==> config.mk <==
export PLATFORM = sky130hd
export DESIGN_NAME = rotator_command_line_parser
export DESIGN_NICKNAME = d
export VERILOG_FILES = /design/src/rtl/rclp_pkg.sv /design/src/rtl/rclp_front.sv /design/src/rtl/rclp_queue.sv /design/src/rtl/rclp_back.sv /design/src/rtl/rotator_command_line_parser.sv
export SDC_FILE = /design/constraint.sdc
export NUM_CORES = 1
export LEC_CHECK = 0
export ABC_CLOCK_PERIOD_IN_PS = 22900
export BUFFER_PORTS_ARGS = -buffer_cell sky130_fd_sc_hd__buf_2
export CORE_MARGIN = 3
export CORE_UTILIZATION = 45
export DETAILED_ROUTE_END_ITERATION = 12
export GPL_TIMING_DRIVEN = 0
export HOLD_SLACK_MARGIN = 0.05
export MAX_ROUTING_LAYER = met4
export PLACE_DENSITY = 0.69
export SYNTH_ARGS = -nofsm -noshare
export SYNTH_HDL_FRONTEND = slang
export SYNTH_SLANG_ARGS = --single-unit
==> constraint.sdc <==
create_clock -name aclk -period 22.9 [get_ports aclk]
set_input_delay 6.87 -clock aclk [delete_from_list [all_inputs] [get_ports aclk]]
set_output_delay 6.87 -clock aclk [all_outputs]
set_load 0.005 [all_outputs]
==> src/rtl/rclp_pkg.sv <==
package rclp_pkg;

    // result codes
    typedef enum logic [2:0] {
        ST_STORED   = 3'd0,
        ST_TURN     = 3'd1,
        ST_INVALID  = 3'd2,
        ST_LENGTH   = 3'd3,
        ST_RANGE    = 3'd4,
        ST_NOT_SET  = 3'd5,
        ST_TOO_LONG = 3'd6
    } status_t;

    localparam logic [7:0] CH_NUL   = 8'h00;
    localparam logic [7:0] CH_TAB   = 8'h09;
    localparam logic [7:0] CH_LF    = 8'h0a;
    localparam logic [7:0] CH_CR    = 8'h0d;
    localparam logic [7:0] CH_SPACE = 8'h20;
    localparam logic [7:0] CH_PLUS  = 8'h2b;
    localparam logic [7:0] CH_MINUS = 8'h2d;
    localparam logic [7:0] CH_ZERO  = 8'h30;
    localparam logic [7:0] CH_NINE  = 8'h39;
    localparam logic [7:0] CH_SEMI  = 8'h3b;
    localparam logic [7:0] CH_A     = 8'h41;
    localparam logic [7:0] CH_I     = 8'h49;
    localparam logic [7:0] CH_M     = 8'h4d;
    localparam logic [7:0] CH_P     = 8'h50;
    localparam logic [7:0] CH_ONE   = 8'h31;

    // bytes kept at fixed positions: command word plus azimuth digits
    localparam int HEAD_BYTES = 7;
    localparam int NUM_BYTES  = 4;
    localparam int AZ_MAX     = 359;
    localparam int AZ_W       = 9;
    localparam int QDEPTH     = 2;

    // one classified line (or an overflow report) handed to the back end
    typedef struct packed {
        logic                         too_long;
        logic                         bad_end;
        logic                         is_api;
        logic                         api_len_ok;
        logic                         is_am;
        logic [NUM_BYTES-1:0][7:0]    num_bytes;
    } line_desc_t;

    typedef struct packed {
        logic full;
        logic empty;
    } queue_stat_t;

endpackage

==> src/rtl/rclp_front.sv <==
module rclp_front import rclp_pkg::*; #(
    parameter int MAX_LINE = 12
) (
    input  logic        aclk,
    input  logic        aresetn,
    input  logic        byte_valid,
    input  logic [7:0]  byte_data,
    input  logic        q_full,
    output logic        byte_ready,
    output logic        push,
    output line_desc_t  push_desc
);

    localparam int FILL_W = $clog2(MAX_LINE + 1);

    logic [FILL_W-1:0] fill_reg, fill_next;
    logic              ovf_reg, ovf_next;
    logic              zseen_reg, zseen_next;
    logic [3:0]        zpos_reg, zpos_next;
    logic [7:0]        last_reg;
    logic [7:0]        head_reg [HEAD_BYTES];

    logic       accept, eol, full_line, store;
    logic [3:0] fill_cap, len_cap;

    assign byte_ready = !q_full;
    assign accept     = byte_valid && byte_ready;
    assign eol        = (byte_data == CH_CR) || (byte_data == CH_LF);
    assign full_line  = (int'(fill_reg) >= MAX_LINE);
    assign store      = accept && !ovf_reg && !eol && !full_line;

    // text length saturated at 8, enough for the 3, 5 and 7 checks
    assign fill_cap = (int'(fill_reg) >= 8) ? 4'd8 : 4'(fill_reg);
    assign len_cap  = zseen_reg ? zpos_reg : fill_cap;

    assign push = accept && !ovf_reg &&
                  ((eol && (fill_reg != '0)) || (!eol && full_line));

    always_comb begin
        push_desc            = '0;
        push_desc.too_long   = !eol;
        push_desc.bad_end    = (int'(fill_reg) < 3) || (last_reg != CH_SEMI);
        push_desc.is_api     = (len_cap >= 4'd3) && (head_reg[0] == CH_A) &&
                               (head_reg[1] == CH_P) && (head_reg[2] == CH_I);
        push_desc.api_len_ok = (len_cap == 4'd7);
        push_desc.is_am      = (len_cap == 4'd5) && (head_reg[0] == CH_A) &&
                               (head_reg[1] == CH_M) && (head_reg[2] == CH_SPACE) &&
                               (head_reg[3] == CH_ONE) && (head_reg[4] == CH_SEMI);
        for (int i = 0; i < NUM_BYTES; i++) begin
            push_desc.num_bytes[i] = head_reg[3 + i];
        end
    end

    always_comb begin
        fill_next  = fill_reg;
        ovf_next   = ovf_reg;
        zseen_next = zseen_reg;
        zpos_next  = zpos_reg;
        if (accept) begin
            if (eol) begin
                fill_next  = '0;
                ovf_next   = 1'b0;
                zseen_next = 1'b0;
            end else if (!ovf_reg && full_line) begin
                ovf_next = 1'b1;
            end else if (store) begin
                fill_next = fill_reg + 1'b1;
                if (byte_data == CH_NUL && !zseen_reg) begin
                    zseen_next = 1'b1;
                    zpos_next  = fill_cap;
                end
            end
        end
    end

    always_ff @(posedge aclk) begin
        if (!aresetn) begin
            fill_reg  <= '0;
            ovf_reg   <= 1'b0;
            zseen_reg <= 1'b0;
            zpos_reg  <= '0;
        end else begin
            fill_reg  <= fill_next;
            ovf_reg   <= ovf_next;
            zseen_reg <= zseen_next;
            zpos_reg  <= zpos_next;
        end
    end

    always_ff @(posedge aclk) begin
        if (store) begin
            last_reg <= byte_data;
            for (int i = 0; i < HEAD_BYTES; i++) begin
                if (int'(fill_reg) == i) begin
                    head_reg[i] <= byte_data;
                end
            end
        end
    end

endmodule

==> src/rtl/rclp_queue.sv <==
module rclp_queue import rclp_pkg::*; (
    input  logic        aclk,
    input  logic        aresetn,
    input  logic        push,
    input  line_desc_t  push_desc,
    input  logic        pop,
    output line_desc_t  head_desc,
    output queue_stat_t stat
);

    localparam int PTR_W = (QDEPTH > 1) ? $clog2(QDEPTH) : 1;
    localparam int CNT_W = $clog2(QDEPTH + 1);

    line_desc_t         slot_reg [QDEPTH];
    logic [PTR_W-1:0]   wr_ptr_reg, rd_ptr_reg;
    logic [CNT_W-1:0]   count_reg;
    logic               do_push, do_pop;

    assign stat.full  = (int'(count_reg) == QDEPTH);
    assign stat.empty = (count_reg == '0);
    assign do_push    = push && !stat.full;
    assign do_pop     = pop && !stat.empty;
    assign head_desc  = slot_reg[rd_ptr_reg];

    function automatic logic [PTR_W-1:0] ptr_inc(input logic [PTR_W-1:0] p);
        return (int'(p) == QDEPTH - 1) ? '0 : p + 1'b1;
    endfunction

    always_ff @(posedge aclk) begin
        if (!aresetn) begin
            wr_ptr_reg <= '0;
            rd_ptr_reg <= '0;
            count_reg  <= '0;
        end else begin
            if (do_push) begin
                wr_ptr_reg <= ptr_inc(wr_ptr_reg);
            end
            if (do_pop) begin
                rd_ptr_reg <= ptr_inc(rd_ptr_reg);
            end
            if (do_push && !do_pop) begin
                count_reg <= count_reg + 1'b1;
            end else if (do_pop && !do_push) begin
                count_reg <= count_reg - 1'b1;
            end
        end
    end

    always_ff @(posedge aclk) begin
        if (do_push) begin
            slot_reg[wr_ptr_reg] <= push_desc;
        end
    end

endmodule

==> src/rtl/rclp_back.sv <==
module rclp_back import rclp_pkg::*; (
    input  logic              aclk,
    input  logic              aresetn,
    input  line_desc_t        head_desc,
    input  queue_stat_t       q_stat,
    output logic              pop,
    output logic              res_valid,
    input  logic              res_ready,
    output status_t           res_status,
    output logic [AZ_W-1:0]   res_azimuth
);

    localparam int VAL_W = 14;

    logic              valid_reg, valid_next;
    status_t           status_reg, status_next;
    logic [AZ_W-1:0]   az_out_reg, az_out_next;
    logic [AZ_W-1:0]   az_store_reg, az_store_next;
    logic              az_set_reg, az_set_next;
    logic              out_free;
    logic              neg;
    logic [VAL_W-1:0]  mag;

    function automatic logic is_digit(input logic [7:0] c);
        return (c >= CH_ZERO) && (c <= CH_NINE);
    endfunction

    function automatic logic is_blank(input logic [7:0] c);
        return (c == CH_SPACE) || ((c >= CH_TAB) && (c <= CH_CR));
    endfunction

    // atoi over the four azimuth bytes: blanks, optional sign, digits
    always_comb begin
        logic skipping, done;
        skipping = 1'b1;
        done     = 1'b0;
        neg      = 1'b0;
        mag      = '0;
        for (int i = 0; i < NUM_BYTES; i++) begin
            if (!done) begin
                if (skipping && is_blank(head_desc.num_bytes[i])) begin
                    skipping = 1'b1;
                end else if (skipping && (head_desc.num_bytes[i] == CH_PLUS ||
                                          head_desc.num_bytes[i] == CH_MINUS)) begin
                    skipping = 1'b0;
                    neg      = (head_desc.num_bytes[i] == CH_MINUS);
                end else if (is_digit(head_desc.num_bytes[i])) begin
                    skipping = 1'b0;
                    mag      = (mag << 3) + (mag << 1) +
                               VAL_W'(head_desc.num_bytes[i] - CH_ZERO);
                end else begin
                    done = 1'b1;
                end
            end
        end
    end

    assign out_free = !valid_reg || res_ready;
    assign pop      = out_free && !q_stat.empty;

    always_comb begin
        valid_next    = valid_reg && !res_ready;
        status_next   = status_reg;
        az_out_next   = az_out_reg;
        az_store_next = az_store_reg;
        az_set_next   = az_set_reg;
        if (pop) begin
            valid_next  = 1'b1;
            az_out_next = '0;
            priority if (head_desc.too_long) begin
                status_next = ST_TOO_LONG;
            end else if (head_desc.bad_end) begin
                status_next = ST_INVALID;
            end else if (head_desc.is_api) begin
                if (!head_desc.api_len_ok) begin
                    status_next = ST_LENGTH;
                end else if ((neg && mag != '0) || (int'(mag) > AZ_MAX)) begin
                    status_next = ST_RANGE;
                end else begin
                    status_next   = ST_STORED;
                    az_store_next = AZ_W'(mag);
                    az_set_next   = 1'b1;
                end
            end else if (head_desc.is_am) begin
                if (az_set_reg) begin
                    status_next = ST_TURN;
                    az_out_next = az_store_reg;
                end else begin
                    status_next = ST_NOT_SET;
                end
            end else begin
                status_next = ST_INVALID;
            end
        end
    end

    always_ff @(posedge aclk) begin
        if (!aresetn) begin
            valid_reg    <= 1'b0;
            az_store_reg <= '0;
            az_set_reg   <= 1'b0;
        end else begin
            valid_reg    <= valid_next;
            az_store_reg <= az_store_next;
            az_set_reg   <= az_set_next;
        end
    end

    always_ff @(posedge aclk) begin
        status_reg <= status_next;
        az_out_reg <= az_out_next;
    end

    assign res_valid   = valid_reg;
    assign res_status  = status_reg;
    assign res_azimuth = az_out_reg;

endmodule

==> src/rtl/rotator_command_line_parser.sv <==
// Rotator command line parser. Takes one received byte per transfer on the
// s_ side and gathers CR/LF-terminated lines of up to MAX_LINE bytes; each
// non-empty line gives one result transfer on the m_ side (status and the
// azimuth to turn to). "APIxxx;" stores an azimuth of 0..359, "AM 1;" asks
// for a turn to it. An over-long line gives one too-long report and the rest
// of it is dropped up to the next line end; empty lines give nothing. A byte
// is taken every cycle while the queue has room: the front end classifies each
// line as its bytes arrive, a two-entry queue holds finished lines, and the
// back end decodes one line per cycle into the output register while the
// result side accepts. The input stalls only when the queue is full because
// the result side is holding off.
module rotator_command_line_parser import rclp_pkg::*; #(
    parameter int MAX_LINE = 12
) (
    input  logic        aclk,
    input  logic        aresetn,
    input  logic        s_tvalid,
    output logic        s_tready,
    input  logic [7:0]  s_tdata,   // [7:0] rx_byte
    output logic        m_tvalid,
    input  logic        m_tready,
    output logic [15:0] m_tdata    // [2:0] status, [11:3] turn_azimuth, rest zero
);

    // front to queue
    logic        push;
    line_desc_t  push_desc;

    // queue to back
    line_desc_t  head_desc;
    queue_stat_t q_stat;
    logic        pop;

    // result register
    status_t         res_status;
    logic [AZ_W-1:0] res_azimuth;

    rclp_front #(
        .MAX_LINE (MAX_LINE)
    ) u_front (
        .aclk       (aclk),
        .aresetn    (aresetn),
        .byte_valid (s_tvalid),
        .byte_data  (s_tdata),
        .q_full     (q_stat.full),
        .byte_ready (s_tready),
        .push       (push),
        .push_desc  (push_desc)
    );

    rclp_queue u_queue (
        .aclk      (aclk),
        .aresetn   (aresetn),
        .push      (push),
        .push_desc (push_desc),
        .pop       (pop),
        .head_desc (head_desc),
        .stat      (q_stat)
    );

    rclp_back u_back (
        .aclk        (aclk),
        .aresetn     (aresetn),
        .head_desc   (head_desc),
        .q_stat      (q_stat),
        .pop         (pop),
        .res_valid   (m_tvalid),
        .res_ready   (m_tready),
        .res_status  (res_status),
        .res_azimuth (res_azimuth)
    );

    // pack result fields, lowest first, padded to two bytes
    assign m_tdata = {4'b0000, res_azimuth, res_status};

    // azimuth only rides along with a turn
    assert property (@(posedge aclk) disable iff (!aresetn)
        (m_tvalid && res_status != ST_TURN) |-> (res_azimuth == '0))
        else $error("azimuth nonzero on a non-turn result");

    // a turned-to azimuth was range checked when stored
    assert property (@(posedge aclk) disable iff (!aresetn)
        (m_tvalid && res_status == ST_TURN) |-> (int'(res_azimuth) <= AZ_MAX))
        else $error("turn azimuth out of range");

    // a line is never pushed into a full queue, since input is held off
    assert property (@(posedge aclk) disable iff (!aresetn)
        q_stat.full |-> !push)
        else $error("line pushed into full queue");

    // the queue cannot be full and empty at once
    assert property (@(posedge aclk) disable iff (!aresetn)
        !(q_stat.full && q_stat.empty))
        else $error("queue status inconsistent");

endmodule

==> results of run 1 <==
[worst max-delay path, delay by kind of cell (launching register included)]
family                   cells  cell delay [ns]
adder cells (fa/ha/maj)      6             2.16
buffers and inverters       10             3.03
AO/OA/AOI/OAI               10             2.41
AND/OR/NAND/NOR              7             2.36
multiplexers                 1             0.34
XOR/XNOR                     3             0.73
flip-flops                   1             0.36
[how the worst min path moves through the flow]
stage / slack, ns / start / end
after detailed placement: 0.43 / u_front.head_reg[5][1]$_DFFE_PP_ / u_queue.slot_reg[0][17]$_DFFE_PP_
after global placement: 0.42 / u_front.head_reg[5][2]$_DFFE_PP_ / u_queue.slot_reg[0][18]$_DFFE_PP_
after global routing: 0.46 / u_front.head_reg[6][1]$_DFFE_PP_ / u_queue.slot_reg[1][25]$_DFFE_PP_
after CTS: 0.44 / u_front.head_reg[5][1]$_DFFE_PP_ / u_queue.slot_reg[1][17]$_DFFE_PP_
after floorplan: 0.42 / u_front.head_reg[5][0]$_DFFE_PP_ / u_queue.slot_reg[0][16]$_DFFE_PP_
final: 0.44 / u_front.head_reg[5][1]$_DFFE_PP_ / u_queue.slot_reg[0][17]$_DFFE_PP_
[cells in the final DEF, fill, tap and decap left out, types with 26 or more instances in the layout]
master,count
buf_2,31
ha_1,60
fa_1,29
a21oi_1,43
nor3_1,28
nand2_1,65
nor2_1,63
inv_1,94
xnor2_1,26
mux2i_1,43
dfxtp_1,26
edfxtp_1,150
o21ai_0,45
[per-stage QoR]
step / hold slack [ns] / total power [mW] / cells / util / worst slack (ns)
final: 0.439 / 1.02 / 1387 / 0.513 / 11.25
after global routing: 0.462 / 1.08 / 1387 / 0.513 / 10.49
after CTS: 0.442 / 1.02 / 1387 / 0.513 / 11.25
after detailed placement: 0.433 / 0.746 / 1355 / 0.490 / 11.37
after global placement: 0.424 / 0.737 / 1353 / 0.488 / 11.11
after floorplan: 0.421 / 0.659 / 1009 / - / 12.60
[power by group]
group          internal, mW  switching (mW)  total (mW)
combinational         0.143           0.219       0.362
sequential            0.370         0.00779       0.378
clock                 0.152           0.122       0.275
total                 0.666           0.349        1.02
[kinds of logic after synthesis]
family | synth area share
other cells | 0.000337
flops | 0.452
xor+xnor | 0.0299
simple gates | 0.150
fa+ha+maj | 0.120
buf+inv | 0.0492
mux | 0.0535
compound gates | 0.145
[metal layers]
layer  global-route usage  vias to the layer above
met4               0.0442                        0
met1                0.254                     3750
met2                0.297                      139
met3               0.0282                       26
met5                    -                        -
li1                     -                     3801
[final cells by class]
| class | count | area (um2) |
|---|---|---|
| fillers | 2106 | 11600 |
| multi-input cells | 706 | 5570 |
| flip-flops and latches | 176 | 5020 |
| clock buffers | 19 | 433 |
| well taps | 319 | 399 |
| inverters | 95 | 357 |
| plain buffers | 32 | 190 |
| repair buffers | 27 | 158 |
| clock inverters | 13 | 129 |
==> impl_metrics.env, run 1 <==
export IMPL_yosysTopAreaCellShare=0.405
export IMPL_p_per_area_nw_per_um2=82.8
export IMPL_yosysWarnings=0
export IMPL_h_tree_depth=4
export IMPL_finalCritPeriodShare=0.509
export IMPL_synthCells=1006
export IMPL_rows=56
export IMPL_crit_path_end="u_back.res_status[2]$_SDFFCE_PP1P_"
export IMPL_route_met3_wl_um=799
export IMPL_drv_slew=0
export IMPL_synth_most_common_cell="edfxtp_1"
export IMPL_cts_reportedPaths_clkPinSlew_ns=0.06
export IMPL_r2r_setup_slack_ns=11.25
export IMPL_cts_buffers=17
export IMPL_outcome="finished, final reports clean"
export IMPL_drv_cap=0
export IMPL_tns_ns=0
export IMPL_synthTopCellsByArea="edfxtp_1 41%, ha_1 6.8%, fa_1 5.2%"
export IMPL_cts_sinks=176
export IMPL_die_y_um=163
export IMPL_ioPinCount=30
export IMPL_ys_seq_elements=176
export IMPL_cp_slowest_cell="nor4_1"
export IMPL_grt_max_degree=38
export IMPL_synth_edf_count=150
export IMPL_route_detailed_drc=0
export IMPL_largest_reg_flops=74
export IMPL_dp_hpwl_um=18000
export IMPL_vias=7716
export IMPL_cp_arrival_ns=11.82
export IMPL_postPlaceCellArea_um2=11700
export IMPL_worstMarginPinSlew_ns=1.07
export IMPL_yosys_top_cells_count="150 x edfxtp_1, 94 x inv_1, 65 x nand2_1, 64 x nor2_1, 60 x ha_1"
export IMPL_cts_repair_resized=0
export IMPL_min_period_ns=11.65
export IMPL_ctsLongestPathBuffers=2
export IMPL_worst_r2r_cell_count=37
export IMPL_post_cts_setup_buffers=0
export IMPL_required_ns=23.07
export IMPL_wire_per_inst_um=16.9
export IMPL_fp_dieW_um=163
export IMPL_overflow=0
export IMPL_portBuffers=25
export IMPL_start_util=0.465
export IMPL_core_area_um2=23900
export IMPL_rsz0062_at_grt="false"
export IMPL_drt_iter0_drc=515
export IMPL_clkLatencyLatePin_ns=0.43
export IMPL_worst_setup_path_start_kind="flop"
export IMPL_synthArstFlopShare=0
export IMPL_tritoncts="yes"
export IMPL_hold_depth=0
export IMPL_yosysSeqAreaShare=0.452
export IMPL_hold_class="flop to flop"
export IMPL_cts_root_buf="clkbuf_16"
export IMPL_r2r_end="u_back.res_status[2]$_SDFFCE_PP1P_"
export IMPL_crit_type="flop to flop"
export IMPL_gp_congestion=0.856
export IMPL_synthFlopType="edfxtp_1"
export IMPL_finalClockSkew_ns=0.0189
export IMPL_crit_fanout=10
export IMPL_syn_cell_area_um2=11100
export IMPL_grt_usage=0.187
export IMPL_cp_slowest_stage_delay_ns=0.94
export IMPL_die_area_um2=26600
export IMPL_ir_worst_vdd_v=0.0000638
export IMPL_wl_met2_um=11100
export IMPL_area_growth_pct=10.3
export IMPL_finalSetupViolations=0
export IMPL_drt_vias_per_instance=5.56
export IMPL_relSlewSlack=0.279
export IMPL_endpoint_kind="flop"
export IMPL_synth_cell_types=94
export IMPL_dr_pass1_iters=6
export IMPL_hold_buffers=0
export IMPL_synth_avg_cell_area_um2=11.1
export IMPL_grt_pass1_wl_um=38400
export IMPL_hold_viol_final=0
export IMPL_synth_area_leader_cell="edfxtp_1"
export IMPL_max_freq_mhz=85.9
export IMPL_final_area_um2=12300
export IMPL_leakagePower_nw=4.76
export IMPL_num_antenna_cells=0
export IMPL_routed_wl_um=23400
export IMPL_top_layer="met4"
export IMPL_drive_gt1_frac=0.111
export IMPL_layout_nets=1156
export IMPL_met1Wirelength_um=11300
export IMPL_grt_antenna_before_repair=0
export IMPL_ant_nets=0
export IMPL_grt_pass1_vias=7516
Note: power is estimated with default switching activity, not from simulation.
==> run 2, diff against run 1 <==
--- a/config.mk
+++ b/config.mk
@@ -5,7 +5,7 @@
 export SDC_FILE = /design/constraint.sdc
 export NUM_CORES = 1
 export LEC_CHECK = 0
-export ABC_CLOCK_PERIOD_IN_PS = 22900
+export ABC_CLOCK_PERIOD_IN_PS = 9600
 export BUFFER_PORTS_ARGS = -buffer_cell sky130_fd_sc_hd__buf_2
 export CORE_MARGIN = 3
 export CORE_UTILIZATION = 45
@@ -13,7 +13,7 @@
 export GPL_TIMING_DRIVEN = 0
 export HOLD_SLACK_MARGIN = 0.05
 export MAX_ROUTING_LAYER = met4
-export PLACE_DENSITY = 0.69
+export PLACE_DENSITY = 0.71
 export SYNTH_ARGS = -nofsm -noshare
 export SYNTH_HDL_FRONTEND = slang
 export SYNTH_SLANG_ARGS = --single-unit
==> constraint.sdc (replaced) <==
create_clock -name aclk -period 9.6 [get_ports aclk]
set_input_delay 2.88 -clock aclk [delete_from_list [all_inputs] [get_ports aclk]]
set_output_delay 2.88 -clock aclk [all_outputs]
set_load 0.005 [all_outputs]
==> run 2 against run 1 <==
Net effect:
- die area did not move
- sequential power rose by 140%
- critical path depth did not move
- global-route usage rose by 0.40 points
- register-to-register slack got worse by 11 ns
- first-iteration DRC count fell by 4.5%
- sequential share of layout area fell by 0.69 points
- sequential cell count did not move
- wire length rose by 2.1%
- combinational power rose by 150%
- hold slack improved by 0.015 ns
- via count rose by 0.36%
- critical endpoint unchanged
==> impl_metrics.env, run 2 (synthesis gave the netlist of run 1 again) <==
export IMPL_drt_iter0_drc=492
export IMPL_hold_viol_final=0
export IMPL_rows=56
export IMPL_grt_busiest_layer="met2"
export IMPL_portBuffers=25
export IMPL_multi_input_area_um2=5700
export IMPL_grt_pass1_wl_um=39200
export IMPL_gp_congestion=0.908
export IMPL_h_tree_depth=4
export IMPL_rsz0062_at_grt="false"
export IMPL_worst_setup_path_start_kind="flop"
export IMPL_grt_pass1_vias=7604
export IMPL_drt_vias_per_instance=5.58
export IMPL_fillers=2057
export IMPL_grt_usage=0.191
export IMPL_finalCritPeriodShare=0.933
export IMPL_die_area_um2=26600
export IMPL_relSlewSlack=0.408
export IMPL_use_met2=0.311
export IMPL_area_growth_pct=12.2
export IMPL_route_detailed_drc=0
export IMPL_cts_reportedPaths_clkPinSlew_ns=0.07
export IMPL_fp_dieW_um=163
export IMPL_final_cells=1389
export IMPL_cts_sinks=176
export IMPL_num_antenna_cells=0
export IMPL_endpoint_kind="flop"
export IMPL_finalPower_mw=2.47
export IMPL_crit_fanout=26
export IMPL_leakagePower_nw=4.84
export IMPL_cpMostUsedCell="ha_1"
export IMPL_worst_r2r_cell_count=37
export IMPL_grt_antenna_before_repair=0
export IMPL_hold_class="flop to flop"
export IMPL_hold_buffers=0
export IMPL_layout_common_cells="150 x edfxtp_1, 94 x inv_1, 64 x nand2_1"
export IMPL_largest_reg_flops=74
export IMPL_cp_arrival_ns=9.14
export IMPL_vias=7744
export IMPL_required_ns=9.78
export IMPL_clkLatencyLatePin_ns=0.43
export IMPL_grt_util_met3=0.0287
export IMPL_cts_root_buf="clkbuf_16"
export IMPL_finalSetupViolations=0
export IMPL_dr_pass1_iters=5
export IMPL_min_period_ns=8.96
export IMPL_crit_path_end="u_back.res_status[2]$_SDFFCE_PP1P_"
export IMPL_crit_type="flop to flop"
export IMPL_dpl_cell_count=1355
export IMPL_ioPinCount=30
export IMPL_ctsLongestPathBuffers=2
export IMPL_cp_slowest_stage_delay_ns=0.49
export IMPL_drv_cap=0
export IMPL_drv_slew=0
export IMPL_grt_max_degree=38
export IMPL_use_met1=0.253
export IMPL_max_freq_mhz=112
export IMPL_overflow=0
export IMPL_core_area_um2=23900
export IMPL_worstMarginPinSlew_ns=0.888
export IMPL_cts_buffers=17
export IMPL_final_common_cell="edfxtp_1"
export IMPL_r2r_setup_slack_ns=0.64
export IMPL_r2r_end="u_back.res_status[2]$_SDFFCE_PP1P_"
export IMPL_outcome="finished, final reports clean"
export IMPL_p_per_area_nw_per_um2=198
export IMPL_tritoncts="yes"
export IMPL_seqCellArea_um2=5020
export IMPL_layout_nets=1158
export IMPL_routed_wl_um=23900
export IMPL_finalClockSkew_ns=0.0128
export IMPL_wire_per_inst_um=17.2
export IMPL_drive_gt1_frac=0.137
export IMPL_cp_slowest_cell="fa_1"
export IMPL_ir_worst_vdd_v=0.000180
export IMPL_die_y_um=163
export IMPL_ant_nets=0
export IMPL_start_util=0.465
export IMPL_dp_hpwl_um=18200
## run 2: cell types whose count changed in the layout (fill, tap and decap cells not counted), moves of 3 or more
| cell | delta |
|---|---|
| clkbuf_8 | +4 |
| clkbuf_1 | -4 |
| buf_2 | -3 |
| clkinvlp_4 | -4 |
| buf_4 | +8 |
| a21oi_1 | -3 |
| o21ai_0 | -3 |
| a31oi_1 | -3 |
| a31oi_2 | +3 |
| a21oi_2 | +3 |
## run 2: worst min path at each step
stage | from | to | cells after the start
2_1_floorplan | u_front.head_reg[5][0]$_DFFE_PP_ | u_queue.slot_reg[0][16]$_DFFE_PP_ | 0
3_3_place_gp | u_front.head_reg[6][3]$_DFFE_PP_ | u_queue.slot_reg[0][27]$_DFFE_PP_ | 0
3_5_place_dp | u_front.head_reg[5][4]$_DFFE_PP_ | u_queue.slot_reg[1][20]$_DFFE_PP_ | 0
4_1_cts | u_front.head_reg[5][5]$_DFFE_PP_ | u_queue.slot_reg[0][21]$_DFFE_PP_ | 0
5_1_grt | u_front.head_reg[5][5]$_DFFE_PP_ | u_queue.slot_reg[0][21]$_DFFE_PP_ | 0
6_report | u_front.head_reg[5][4]$_DFFE_PP_ | u_queue.slot_reg[1][20]$_DFFE_PP_ | 0
## run 2: report_power, final
group	leakage (nW)	total [mW]	internal (mW)	switching [mW]
sequential	1.58	0.903	0.884	0.0193
clock	0.299	0.668	0.388	0.280
combinational	2.96	0.894	0.357	0.537
## run 2: cell type report
| cell class | instances | area share |
|---|---|---|
| Multi-Input combinational cell | 706 | 0.457 |
| Sequential cell | 176 | 0.403 |
| Clock buffer | 23 | 0.0420 |
| Tap cell | 319 | 0.0320 |
| Inverter | 95 | 0.0286 |
| Timing Repair Buffer | 33 | 0.0165 |
| Buffer | 28 | 0.0156 |
| Clock inverter | 9 | 0.00522 |
## run 2: worst max-delay path: cells and delay by family (launching register included)
kind | cells | cell delay [ns]
buffers and inverters | 7 | 1.16
AND/OR/NAND/NOR | 4 | 0.97
flip-flops | 1 | 0.32
adder cells (fa/ha/maj) | 7 | 2.46
XOR/XNOR | 2 | 0.34
AO/OA/AOI/OAI | 17 | 3.45
## run 2: what timing repair did
item                       in CTS  in global routing
buffers inserted                1                  5
gates resized for setup        16                 22
gates cloned                    0                  0
setup endpoints to repair      11                 11
pin swaps                       2                  6
## run 2: through the flow
stage,cell area (um2),hold WS (ns),setup slack (ns),utilization,setup TNS [ns]
2_1_floorplan,11100,0.421,0.217,-,0
3_3_place_gp,11700,0.424,-1.88,0.488,-18.10
3_5_place_dp,11700,0.432,-1.96,0.490,-19.24
4_1_cts,12400,0.454,0.189,0.517,0
5_1_grt,12500,0.470,0.103,0.522,0
6_report,12500,0.455,0.639,0.522,0
## run 2: routing by layer
metal  vias up  part of all wire
met1      3727              0.46
met3        27             0.042
met5         -                 0
met2       177              0.48
li1       3813                 -
met4         0             0.013
